File: config.mk
export PLATFORM = sky130hd
export DESIGN_NAME = utf16_to_utf8_json_escaper_top
export DESIGN_NICKNAME = d
export VERILOG_FILES = /design/src/design/ujson_pkg.sv /design/src/design/ujson_front.sv /design/src/design/ujson_queue.sv /design/src/design/ujson_back.sv /design/src/design/utf16_to_utf8_json_escaper_top.sv
export SDC_FILE = /design/constraint.sdc
export NUM_CORES = 1
export LEC_CHECK = 0
export BUFFER_PORTS_ARGS = -buffer_cell sky130_fd_sc_hd__buf_4
export CAP_MARGIN = 20
export CORE_MARGIN = 5
export CORE_UTILIZATION = 30
export DETAILED_ROUTE_END_ITERATION = 6
export SLEW_MARGIN = 5
export SYNTH_ARGS = -nofsm -noshare
export SYNTH_HDL_FRONTEND = slang
export SYNTH_SLANG_ARGS = --single-unit
File: constraint.sdc
create_clock -name clock -period 8 [get_ports clock]
set_input_delay 0 -clock clock [delete_from_list [all_inputs] [get_ports clock]]
set_output_delay 0 -clock clock [all_outputs]
set_load 0.02 [all_outputs]
File: src/design/ujson_pkg.sv
// Shared types, character codes and the code point encoder of the UTF-16 to
// JSON-escaped UTF-8 converter. No dependencies.
`timescale 1ns / 1ps

package ujson_pkg;

   // Beat descriptor queue between the front and back parts
   localparam int QUEUE_DEPTH = 4;
   localparam int QCNT_W      = $clog2(QUEUE_DEPTH + 1);

   // Segment positions inside a descriptor, in output order
   localparam int SEG_OPEN  = 0;
   localparam int SEG_FLUSH = 1;
   localparam int SEG_MAIN  = 2;
   localparam int SEG_CLOSE = 3;
   localparam int SEG_N     = 4;

   // Characters
   localparam logic [7:0] CH_QUOTE = 8'h22;
   localparam logic [7:0] CH_SLASH = 8'h2F;
   localparam logic [7:0] CH_BSL   = 8'h5C;
   localparam logic [7:0] CH_B     = 8'h62;
   localparam logic [7:0] CH_T     = 8'h74;
   localparam logic [7:0] CH_N     = 8'h6E;
   localparam logic [7:0] CH_F     = 8'h66;
   localparam logic [7:0] CH_R     = 8'h72;
   localparam logic [7:0] CH_U     = 8'h75;

   localparam logic [20:0] CP_LINE_SEP = 21'h2028;
   localparam logic [20:0] CP_PARA_SEP = 21'h2029;
   localparam logic [20:0] CP_CTRL_MAX = 21'h1F;
   localparam logic [20:0] CP_1B_MAX   = 21'h7F;
   localparam logic [20:0] CP_2B_MAX   = 21'h7FF;
   localparam logic [20:0] CP_3B_MAX   = 21'hFFFF;

   // What one accepted item asks the back part to emit
   typedef struct packed {
      logic        open_q;
      logic        flush_en;
      logic [15:0] flush_cp;
      logic        main_en;
      logic [20:0] main_cp;
      logic        close_q;
   } desc_type;

   // Bytes of one encoded code point, byte 0 first
   typedef struct packed {
      logic [5:0][7:0] bytes;
      logic [2:0]      len;
   } enc_type;

   function automatic logic [7:0] hex_digit(input logic [3:0] v);
      return (v < 4'd10) ? (8'h30 + {4'h0, v}) : (8'h57 + {4'h0, v});
   endfunction

   function automatic enc_type encode_cp(input logic [20:0] cp);
      enc_type    e;
      logic [7:0] letter;
      e.bytes = '0;
      e.len   = 3'd0;
      case (cp)
         21'h08:  letter = CH_B;
         21'h09:  letter = CH_T;
         21'h0A:  letter = CH_N;
         21'h0C:  letter = CH_F;
         21'h0D:  letter = CH_R;
         21'h22:  letter = CH_QUOTE;
         21'h2F:  letter = CH_SLASH;
         21'h5C:  letter = CH_BSL;
         default: letter = 8'h00;
      endcase
      if (letter != 8'h00) begin
         e.bytes[0] = CH_BSL;
         e.bytes[1] = letter;
         e.len      = 3'd2;
      end else if (cp <= CP_CTRL_MAX || cp == CP_LINE_SEP || cp == CP_PARA_SEP) begin
         e.bytes[0] = CH_BSL;
         e.bytes[1] = CH_U;
         e.bytes[2] = hex_digit(cp[15:12]);
         e.bytes[3] = hex_digit(cp[11:8]);
         e.bytes[4] = hex_digit(cp[7:4]);
         e.bytes[5] = hex_digit(cp[3:0]);
         e.len      = 3'd6;
      end else if (cp <= CP_1B_MAX) begin
         e.bytes[0] = cp[7:0];
         e.len      = 3'd1;
      end else if (cp <= CP_2B_MAX) begin
         e.bytes[0] = {3'b110, cp[10:6]};
         e.bytes[1] = {2'b10, cp[5:0]};
         e.len      = 3'd2;
      end else if (cp <= CP_3B_MAX) begin
         e.bytes[0] = {4'b1110, cp[15:12]};
         e.bytes[1] = {2'b10, cp[11:6]};
         e.bytes[2] = {2'b10, cp[5:0]};
         e.len      = 3'd3;
      end else begin
         e.bytes[0] = {5'b11110, cp[20:18]};
         e.bytes[1] = {2'b10, cp[17:12]};
         e.bytes[2] = {2'b10, cp[11:6]};
         e.bytes[3] = {2'b10, cp[5:0]};
         e.len      = 3'd4;
      end
      return e;
   endfunction

endpackage

File: src/design/ujson_front.sv
// Front part: accepts UTF-16 units, pairs surrogates and builds one descriptor
// per item. Depends on ujson_pkg.
`timescale 1ns / 1ps

module ujson_front
   import ujson_pkg::*;
(
   input  logic        clock,
   input  logic        reset,
   input  logic        req_tvalid,
   output logic        req_tready,
   input  logic [15:0] code_unit,
   input  logic        string_first,
   input  logic        string_last,
   input  logic        no_unit,
   input  logic        queue_full,
   output logic        push,
   output desc_type    desc
);

   logic [15:0] held_ff, held_in;
   logic        held_valid_ff, held_valid_in;
   logic        accept, held_v, is_low, is_high, capture;

   assign req_tready = !queue_full;
   assign accept     = req_tvalid && req_tready;

   // A new string drops a surrogate left over from an unclosed one
   assign held_v  = held_valid_ff && !string_first;
   assign is_low  = (code_unit[15:10] == 6'b110111);
   assign is_high = (code_unit[15:10] == 6'b110110);

   always_comb begin
      desc          = '0;
      desc.open_q   = string_first;
      desc.close_q  = string_last;
      desc.flush_cp = held_ff;
      capture       = 1'b0;
      held_valid_in = held_v;
      if (!no_unit) begin
         held_valid_in = 1'b0;
         if (held_v && is_low) begin
            desc.main_en = 1'b1;
            desc.main_cp = {1'b0, held_ff[9:0], code_unit[9:0]} + 21'h10000;
         end else begin
            desc.flush_en = held_v;
            if (is_high && !string_last) begin
               capture       = 1'b1;
               held_valid_in = 1'b1;
            end else begin
               desc.main_en = 1'b1;
               desc.main_cp = {5'd0, code_unit};
            end
         end
      end else if (string_last) begin
         desc.flush_en = held_v;
         held_valid_in = 1'b0;
      end
   end

   assign held_in = capture ? code_unit : held_ff;
   assign push    = accept && (desc.open_q || desc.flush_en || desc.main_en || desc.close_q);

   always_ff @(posedge clock) begin
      if (reset) begin
         held_ff       <= '0;
         held_valid_ff <= 1'b0;
      end else if (accept) begin
         held_ff       <= held_in;
         held_valid_ff <= held_valid_in;
      end
   end

endmodule

File: src/design/ujson_queue.sv
// Short shifting queue of descriptors between the front and back parts.
// Depends on ujson_pkg.
`timescale 1ns / 1ps

module ujson_queue
   import ujson_pkg::*;
(
   input  logic     clock,
   input  logic     reset,
   input  logic     push,
   input  desc_type wr_desc,
   input  logic     pop,
   output desc_type head,
   output logic     head_valid,
   output logic     full
);

   desc_type          q_ff [QUEUE_DEPTH];
   desc_type          q_in [QUEUE_DEPTH];
   logic [QCNT_W-1:0] count_ff, count_in, wr_pos;

   assign head       = q_ff[0];
   assign head_valid = (count_ff != '0);
   assign full       = (count_ff == QCNT_W'(QUEUE_DEPTH));
   assign wr_pos     = count_ff - QCNT_W'(pop);
   assign count_in   = count_ff + QCNT_W'(push) - QCNT_W'(pop);

   always_comb begin
      for (int i = 0; i < QUEUE_DEPTH; i++) begin
         if (pop && i < QUEUE_DEPTH - 1) begin
            q_in[i] = q_ff[i + 1];
         end else begin
            q_in[i] = q_ff[i];
         end
         if (push && wr_pos == QCNT_W'(i)) begin
            q_in[i] = wr_desc;
         end
      end
   end

   always_ff @(posedge clock) begin
      if (reset) begin
         count_ff <= '0;
      end else begin
         count_ff <= count_in;
      end
   end

   always_ff @(posedge clock) begin
      for (int i = 0; i < QUEUE_DEPTH; i++) begin
         q_ff[i] <= q_in[i];
      end
   end

endmodule

File: src/design/ujson_back.sv
// Back part: walks the segments of the head descriptor one byte per beat and
// holds the result in an output register. Depends on ujson_pkg.
`timescale 1ns / 1ps

module ujson_back
   import ujson_pkg::*;
(
   input  logic       clock,
   input  logic       reset,
   input  desc_type   head,
   input  logic       head_valid,
   output logic       pop,
   output logic       rsp_tvalid,
   input  logic       rsp_tready,
   output logic [7:0] out_byte,
   output logic       run_last
);

   logic [SEG_N-1:0] done_ff, done_in;
   logic [2:0]       idx_ff, idx_in;
   logic             rsp_valid_ff, rsp_valid_in;
   logic [7:0]       byte_ff;
   logic             last_ff;

   logic [SEG_N-1:0] present, remaining, cur, others;
   logic [20:0]      cp_sel;
   enc_type          enc;
   logic             is_quote, seg_end, item_end, fire;
   logic [2:0]       seg_len;
   logic [7:0]       byte_sel;

   always_comb begin
      present            = '0;
      present[SEG_OPEN]  = head.open_q;
      present[SEG_FLUSH] = head.flush_en;
      present[SEG_MAIN]  = head.main_en;
      present[SEG_CLOSE] = head.close_q;
   end

   assign remaining = present & ~done_ff;
   assign cur       = remaining & (~remaining + SEG_N'(1));
   assign others    = remaining & ~cur;

   // One encoder serves the flushed surrogate and the main code point
   assign cp_sel   = cur[SEG_FLUSH] ? {5'd0, head.flush_cp} : head.main_cp;
   assign enc      = encode_cp(cp_sel);
   assign is_quote = cur[SEG_OPEN] || cur[SEG_CLOSE];
   assign seg_len  = is_quote ? 3'd1 : enc.len;
   assign byte_sel = is_quote ? CH_QUOTE : enc.bytes[idx_ff];
   assign seg_end  = (idx_ff == seg_len - 3'd1);
   assign item_end = seg_end && (others == '0);

   assign fire = head_valid && (!rsp_valid_ff || rsp_tready);
   assign pop  = fire && item_end;

   always_comb begin
      done_in = done_ff;
      idx_in  = idx_ff;
      if (fire) begin
         if (item_end) begin
            done_in = '0;
            idx_in  = 3'd0;
         end else if (seg_end) begin
            done_in = done_ff | cur;
            idx_in  = 3'd0;
         end else begin
            idx_in = idx_ff + 3'd1;
         end
      end
   end

   assign rsp_valid_in = fire || (rsp_valid_ff && !rsp_tready);

   always_ff @(posedge clock) begin
      if (reset) begin
         done_ff      <= '0;
         idx_ff       <= 3'd0;
         rsp_valid_ff <= 1'b0;
      end else begin
         done_ff      <= done_in;
         idx_ff       <= idx_in;
         rsp_valid_ff <= rsp_valid_in;
      end
   end

   always_ff @(posedge clock) begin
      if (fire) begin
         byte_ff <= byte_sel;
         last_ff <= item_end;
      end
   end

   assign rsp_tvalid = rsp_valid_ff;
   assign out_byte   = byte_ff;
   assign run_last   = last_ff;

endmodule

File: src/design/utf16_to_utf8_json_escaper_top.sv
// Top level of the UTF-16 to JSON-escaped UTF-8 converter.
// Depends on ujson_pkg, ujson_front, ujson_queue and ujson_back.
`timescale 1ns / 1ps

// Takes the UTF-16 code units of JSON strings on the req_ stream, one unit per
// beat, and returns the quoted, escaped UTF-8 text on the rsp_ stream, one byte
// per beat. A string opens with an opening quote on its first beat and ends with
// a closing quote after its last. Surrogate pairs become one four-byte sequence;
// a lone surrogate is sent as its own three-byte value, and a high surrogate is
// held back until the next unit shows whether it pairs. Control characters,
// quote, slash, backslash and U+2028/U+2029 are escaped. rsp_tlast marks the
// last byte produced by one input beat; an input beat that only holds a
// surrogate, or that carries no unit and no flag, produces no bytes at all.
// Rate: the output side moves one byte per cycle while rsp_tready is high and
// the queue holds a descriptor; an input beat makes 1 to 10 bytes. The byte
// serialiser in the back part sets the output rate. A four-entry descriptor
// queue sits between the input classifier and the serialiser, so the input
// keeps taking beats while a long escape is being sent, as long as the queue
// is not full, and the output register is refilled on the same edge at which
// its byte is taken, so an unstalled output moves one byte every cycle.

module utf16_to_utf8_json_escaper_top
   import ujson_pkg::*;
(
   input  logic        clock,
   input  logic        reset,
   // input unit stream
   input  logic        req_tvalid,
   output logic        req_tready,
   input  logic [15:0] req_tdata,   // [15:0] code_unit
   input  logic [1:0]  req_tuser,   // [0] string_first, [1] no_unit
   input  logic        req_tlast,   // string_last
   // output byte stream
   output logic        rsp_tvalid,
   input  logic        rsp_tready,
   output logic [7:0]  rsp_tdata,   // [7:0] out_byte
   output logic        rsp_tlast    // run_last
);

   desc_type front_desc, head_desc;
   logic     front_push, queue_full, head_valid, back_pop;

   // Front: surrogate pairing and per-beat classification
   ujson_front u_front (
      .clock        (clock),
      .reset        (reset),
      .req_tvalid   (req_tvalid),
      .req_tready   (req_tready),
      .code_unit    (req_tdata),
      .string_first (req_tuser[0]),
      .string_last  (req_tlast),
      .no_unit      (req_tuser[1]),
      .queue_full   (queue_full),
      .push         (front_push),
      .desc         (front_desc)
   );

   // Queue: decouples the classifier from the serialiser
   ujson_queue u_queue (
      .clock      (clock),
      .reset      (reset),
      .push       (front_push),
      .wr_desc    (front_desc),
      .pop        (back_pop),
      .head       (head_desc),
      .head_valid (head_valid),
      .full       (queue_full)
   );

   // Back: quote, escape and UTF-8 byte serialiser with output register
   ujson_back u_back (
      .clock      (clock),
      .reset      (reset),
      .head       (head_desc),
      .head_valid (head_valid),
      .pop        (back_pop),
      .rsp_tvalid (rsp_tvalid),
      .rsp_tready (rsp_tready),
      .out_byte   (rsp_tdata),
      .run_last   (rsp_tlast)
   );

endmodule

==> flow_summary_export.csv <==
group,metric,value,unit
worst_hold_path,hp-class,"in -> reg",
timing,finalSetupViolations,0,
place,dp_cells,1311,
worst_setup_path,cp_common_cell,"ha_1",
worst_setup_path,worst_ep_arrival_time,7.67,ns
floorplanning,io_pins,34,
detailed_routing,drc,0,
synthesis,synth_seq_cells,201,
finish,syn2layout_area_growth,18.2,%
floorplanning,rows,68,
floorplanning,die_y,196,um
cts,numCtsBuffers,22,
synthesis,synth_edf_count,173,
detailed_routing,drtIter0Drc,650,
timing,drv_slew,0,
floorplanning,die_w,196,um
cts,cts_htree_levels,1,
cts,clkSinkCount,201,
timing,grt_setup_unrepaired,"no",
synthesis,ys.flop_type,"edfxtp_1",
detailed_routing,vias_per_cell,5.29,
worst_setup_path,timing.critical_path.slowest_cell_delay,0.79,ns
detailed_routing,vias,7324,
worst_setup_path,setup.worst_path.end_class,"register",
timing,skew,0.0254,ns
timing,fmax,134,MHz
place,gp_congestion,0.940,
finish,drive_above_1_share,0.256,
cts,insertion_delay,0.51,ns
detailed_routing,antenna_left,0,
cts,clk_pin_slew,0.06,ns
place,port_buffers,33,
finish,fill_cells,3389,
place,dp_hpwl,18500,um
detailed_routing,wl_per_cell,19.5,um
synthesis,syn_nets,881,
cts,tritoncts,"yes",
place,place_ws,0.652,ns
global_routing,grt_overflow,0,
detailed_routing,drtPass1Iterations,5,
timing,tightest_slew,1.04,ns
timing,fin_crit_sh,0.930,
finish,num_antenna_cells,0,
power,ir_drop,0.000174,V
detailed_routing,finalWirelength,27000,um
flow_run,drv_cap,0,
timing,slew_headroom,0.304,
worst_setup_path,crit_path_start_kind,"register",
synthesis,yosysSeqAreaShare,0.554,
cts,clockBufferDepth,3,
worst_setup_path,required,8.24,ns
finish,finalNonFillerCells,1385,
power,pwr_density_cell,411,nW/um^2
worst_setup_path,crit_path_top_delay_cell,"nand3_2",
finish,multi_input_area,4420,sq um
global_routing,grt_pass1_wl,42300,um
status,status,"finished, final reports clean",
cts,post-cts-setup-buffers,0,
timing,fin_ws,0.563,ns
cts,root_buffer,"clkbuf_16",
synthesis,netlist_area,10400,sq um
floorplanning,dieArea,38400,sq um
worst_setup_path,cp_max_fo,34,
global_routing,antenna_found_initial,0,
finish,regArea,5760,sq um
floorplanning,initial_core_util,0.302,
global_routing,grt_max_degree,42,
synthesis,async_flop_share,0,
synthesis,syn_inst,846,
global_routing,gr-usage-all-layers,0.136,
timing,min_period,7.44,ns
synthesis,yosys_warnings,0,
floorplanning,core,34400,sq um
synthesis,synth_cell_types,83,
global_routing,grt_pass1_vias,7194,
worst_setup_path,critical_path_class,"reg -> reg",
finish,fin_nets,949,
power,p_leak,4.29,nW
timing,hold_viol,0,
synthesis,synth_area_per_cell,12.3,sq um
timing,tns,0,ns
[cells by family (layout without fill, tap and decap cells)]
logic type / after synthesis / after routing / share of synthesized area
AOI/OAI and AO/OA: 161 / 161 / 0.109
xor gates and xnor gates: 12 / 12 / 0.0101
buffers and inverters: 59 / 143 / 0.0245
DFF: 201 / 201 / 0.554
adders and majority gates: 13 / 13 / 0.0161
and+or+nand+nor: 254 / 254 / 0.130
muxes: 146 / 146 / 0.156
[power by group]
group / leakage [nW] / switching, mW / internal (mW)
Sequential: 1.86 / 0.249 / 1.63
Clock: 0.348 / 0.405 / 0.601
Combinational: 2.08 / 1.33 / 0.828
[cells in the mapped netlist (4+ instances only)]
cell type | number | area [sq um]
nor3b_1 | 7 | 52.6
buf_2 | 11 | 55.1
and2_1 | 18 | 113
a22oi_1 | 5 | 37.5
mux2i_1 | 22 | 220
a22o_1 | 8 | 70.1
o21ai_0 | 31 | 155
buf_1 | 8 | 30.0
mux2_2 | 124 | 1400
a21oi_1 | 32 | 160
nand3_1 | 26 | 130
dfxtp_1 | 28 | 561
edfxtp_1 | 173 | 5190
a21o_1 | 4 | 30.0
nor4_1 | 7 | 43.8
or2_2 | 6 | 37.5
nor3_1 | 16 | 80.1
xor2_1 | 4 | 35.0
nor2b_1 | 11 | 68.8
ha_1 | 11 | 138
and3_1 | 7 | 43.8
a31oi_1 | 6 | 37.5
nand3b_1 | 4 | 30.0
nor2_1 | 60 | 225
xnor2_1 | 8 | 70.1
nand4_1 | 8 | 50.1
or3_1 | 9 | 56.3
a221oi_1 | 7 | 61.3
clkbuf_1 | 19 | 71.3
nand2_1 | 46 | 173
inv_1 | 17 | 63.8
o211ai_1 | 10 | 75.1
a211oi_1 | 7 | 52.6
nand2b_1 | 7 | 43.8
[layer usage]
layer,vias to the layer above,GRT usage,part of all wire
met5,-,0,0
met4,0,0.0344,0.022
met3,52,0.0220,0.047
met2,198,0.220,0.46
met1,3659,0.193,0.47
li1,3415,-,-
[flip-flops by register name (all words and copies together), names as in the netlist]
name                   count
u_front.held_ff           16
u_back.run_last            1
u_queue.q_ff             164
u_back.idx_ff              3
u_back.out_byte            8
u_back.rsp_tvalid          1
u_front.held_valid_ff      1
u_back.done_ff             4
u_queue.count_ff           3
[layout by cell type, fill, tap and decap left out, drive strengths merged, types with 22 or more instances in the layout]
cell type	n
edfxtp	173
mux2	124
nor2	61
buf	53
nand2	46
o21ai	33
dlygate4sd3	32
a21oi	32
clkbuf	30
dfxtp	28
nand3	26
mux2i	22
[worst max-delay path, delay by kind of cell (launching register included)]
family,cells,cell delay [ns]
AO/OA/AOI/OAI,5,1.22
adder cells (fa/ha/maj),4,0.91
flip-flops,1,0.37
XOR/XNOR,2,0.34
multiplexers,2,0.70
buffers and inverters,1,0.46
AND/OR/NAND/NOR,11,3.12
[worst paths after layout]
| path | from | endpoint | slack (ns) | cells past startpoint |
|---|---|---|---|---|
| setup / recovery | u_queue.q_ff[0][39] | u_queue.q_ff[2][4] | 0.56 | 25 |
| hold / removal | req_tvalid | u_front.held_valid_ff | 0.13 | 5 |
| setup reg to reg | u_queue.q_ff[0][39] | u_queue.q_ff[2][4] | 0.56 | 25 |
| hold reg to reg | u_back.done_ff[2] | u_back.done_ff[2] | 0.48 | 2 |
[repair_timing]
item / CTS / global route
resized for setup: 0 / 0
hold buffers: 32 / 0
endpoints found under the hold margin: 54 / 0
[per-stage QoR]
step | hold WS [ns] | power [mW] | utilization | cell area, sq um
after CTS | 0.118 | 5.03 | 0.356 | 12200
after floorplan | 0.0989 | 3.30 | - | 10400
after detailed placement | 0.249 | 3.99 | 0.326 | 11200
final | 0.132 | 5.04 | 0.357 | 12300
after global placement | 0.242 | 4.01 | 0.326 | 11200
after global routing | 0.140 | 5.33 | 0.357 | 12300
[layout make-up]
type | count | share of cell area
Multi-Input combinational cell | 586 | 0.360
Inverter | 18 | 0.00551
Clock inverter | 10 | 0.00877
Clock buffer | 30 | 0.0499
Timing Repair Buffer | 85 | 0.0601
Tap cell | 455 | 0.0464
Sequential cell | 201 | 0.469
(Power assumes the default switching activity.)
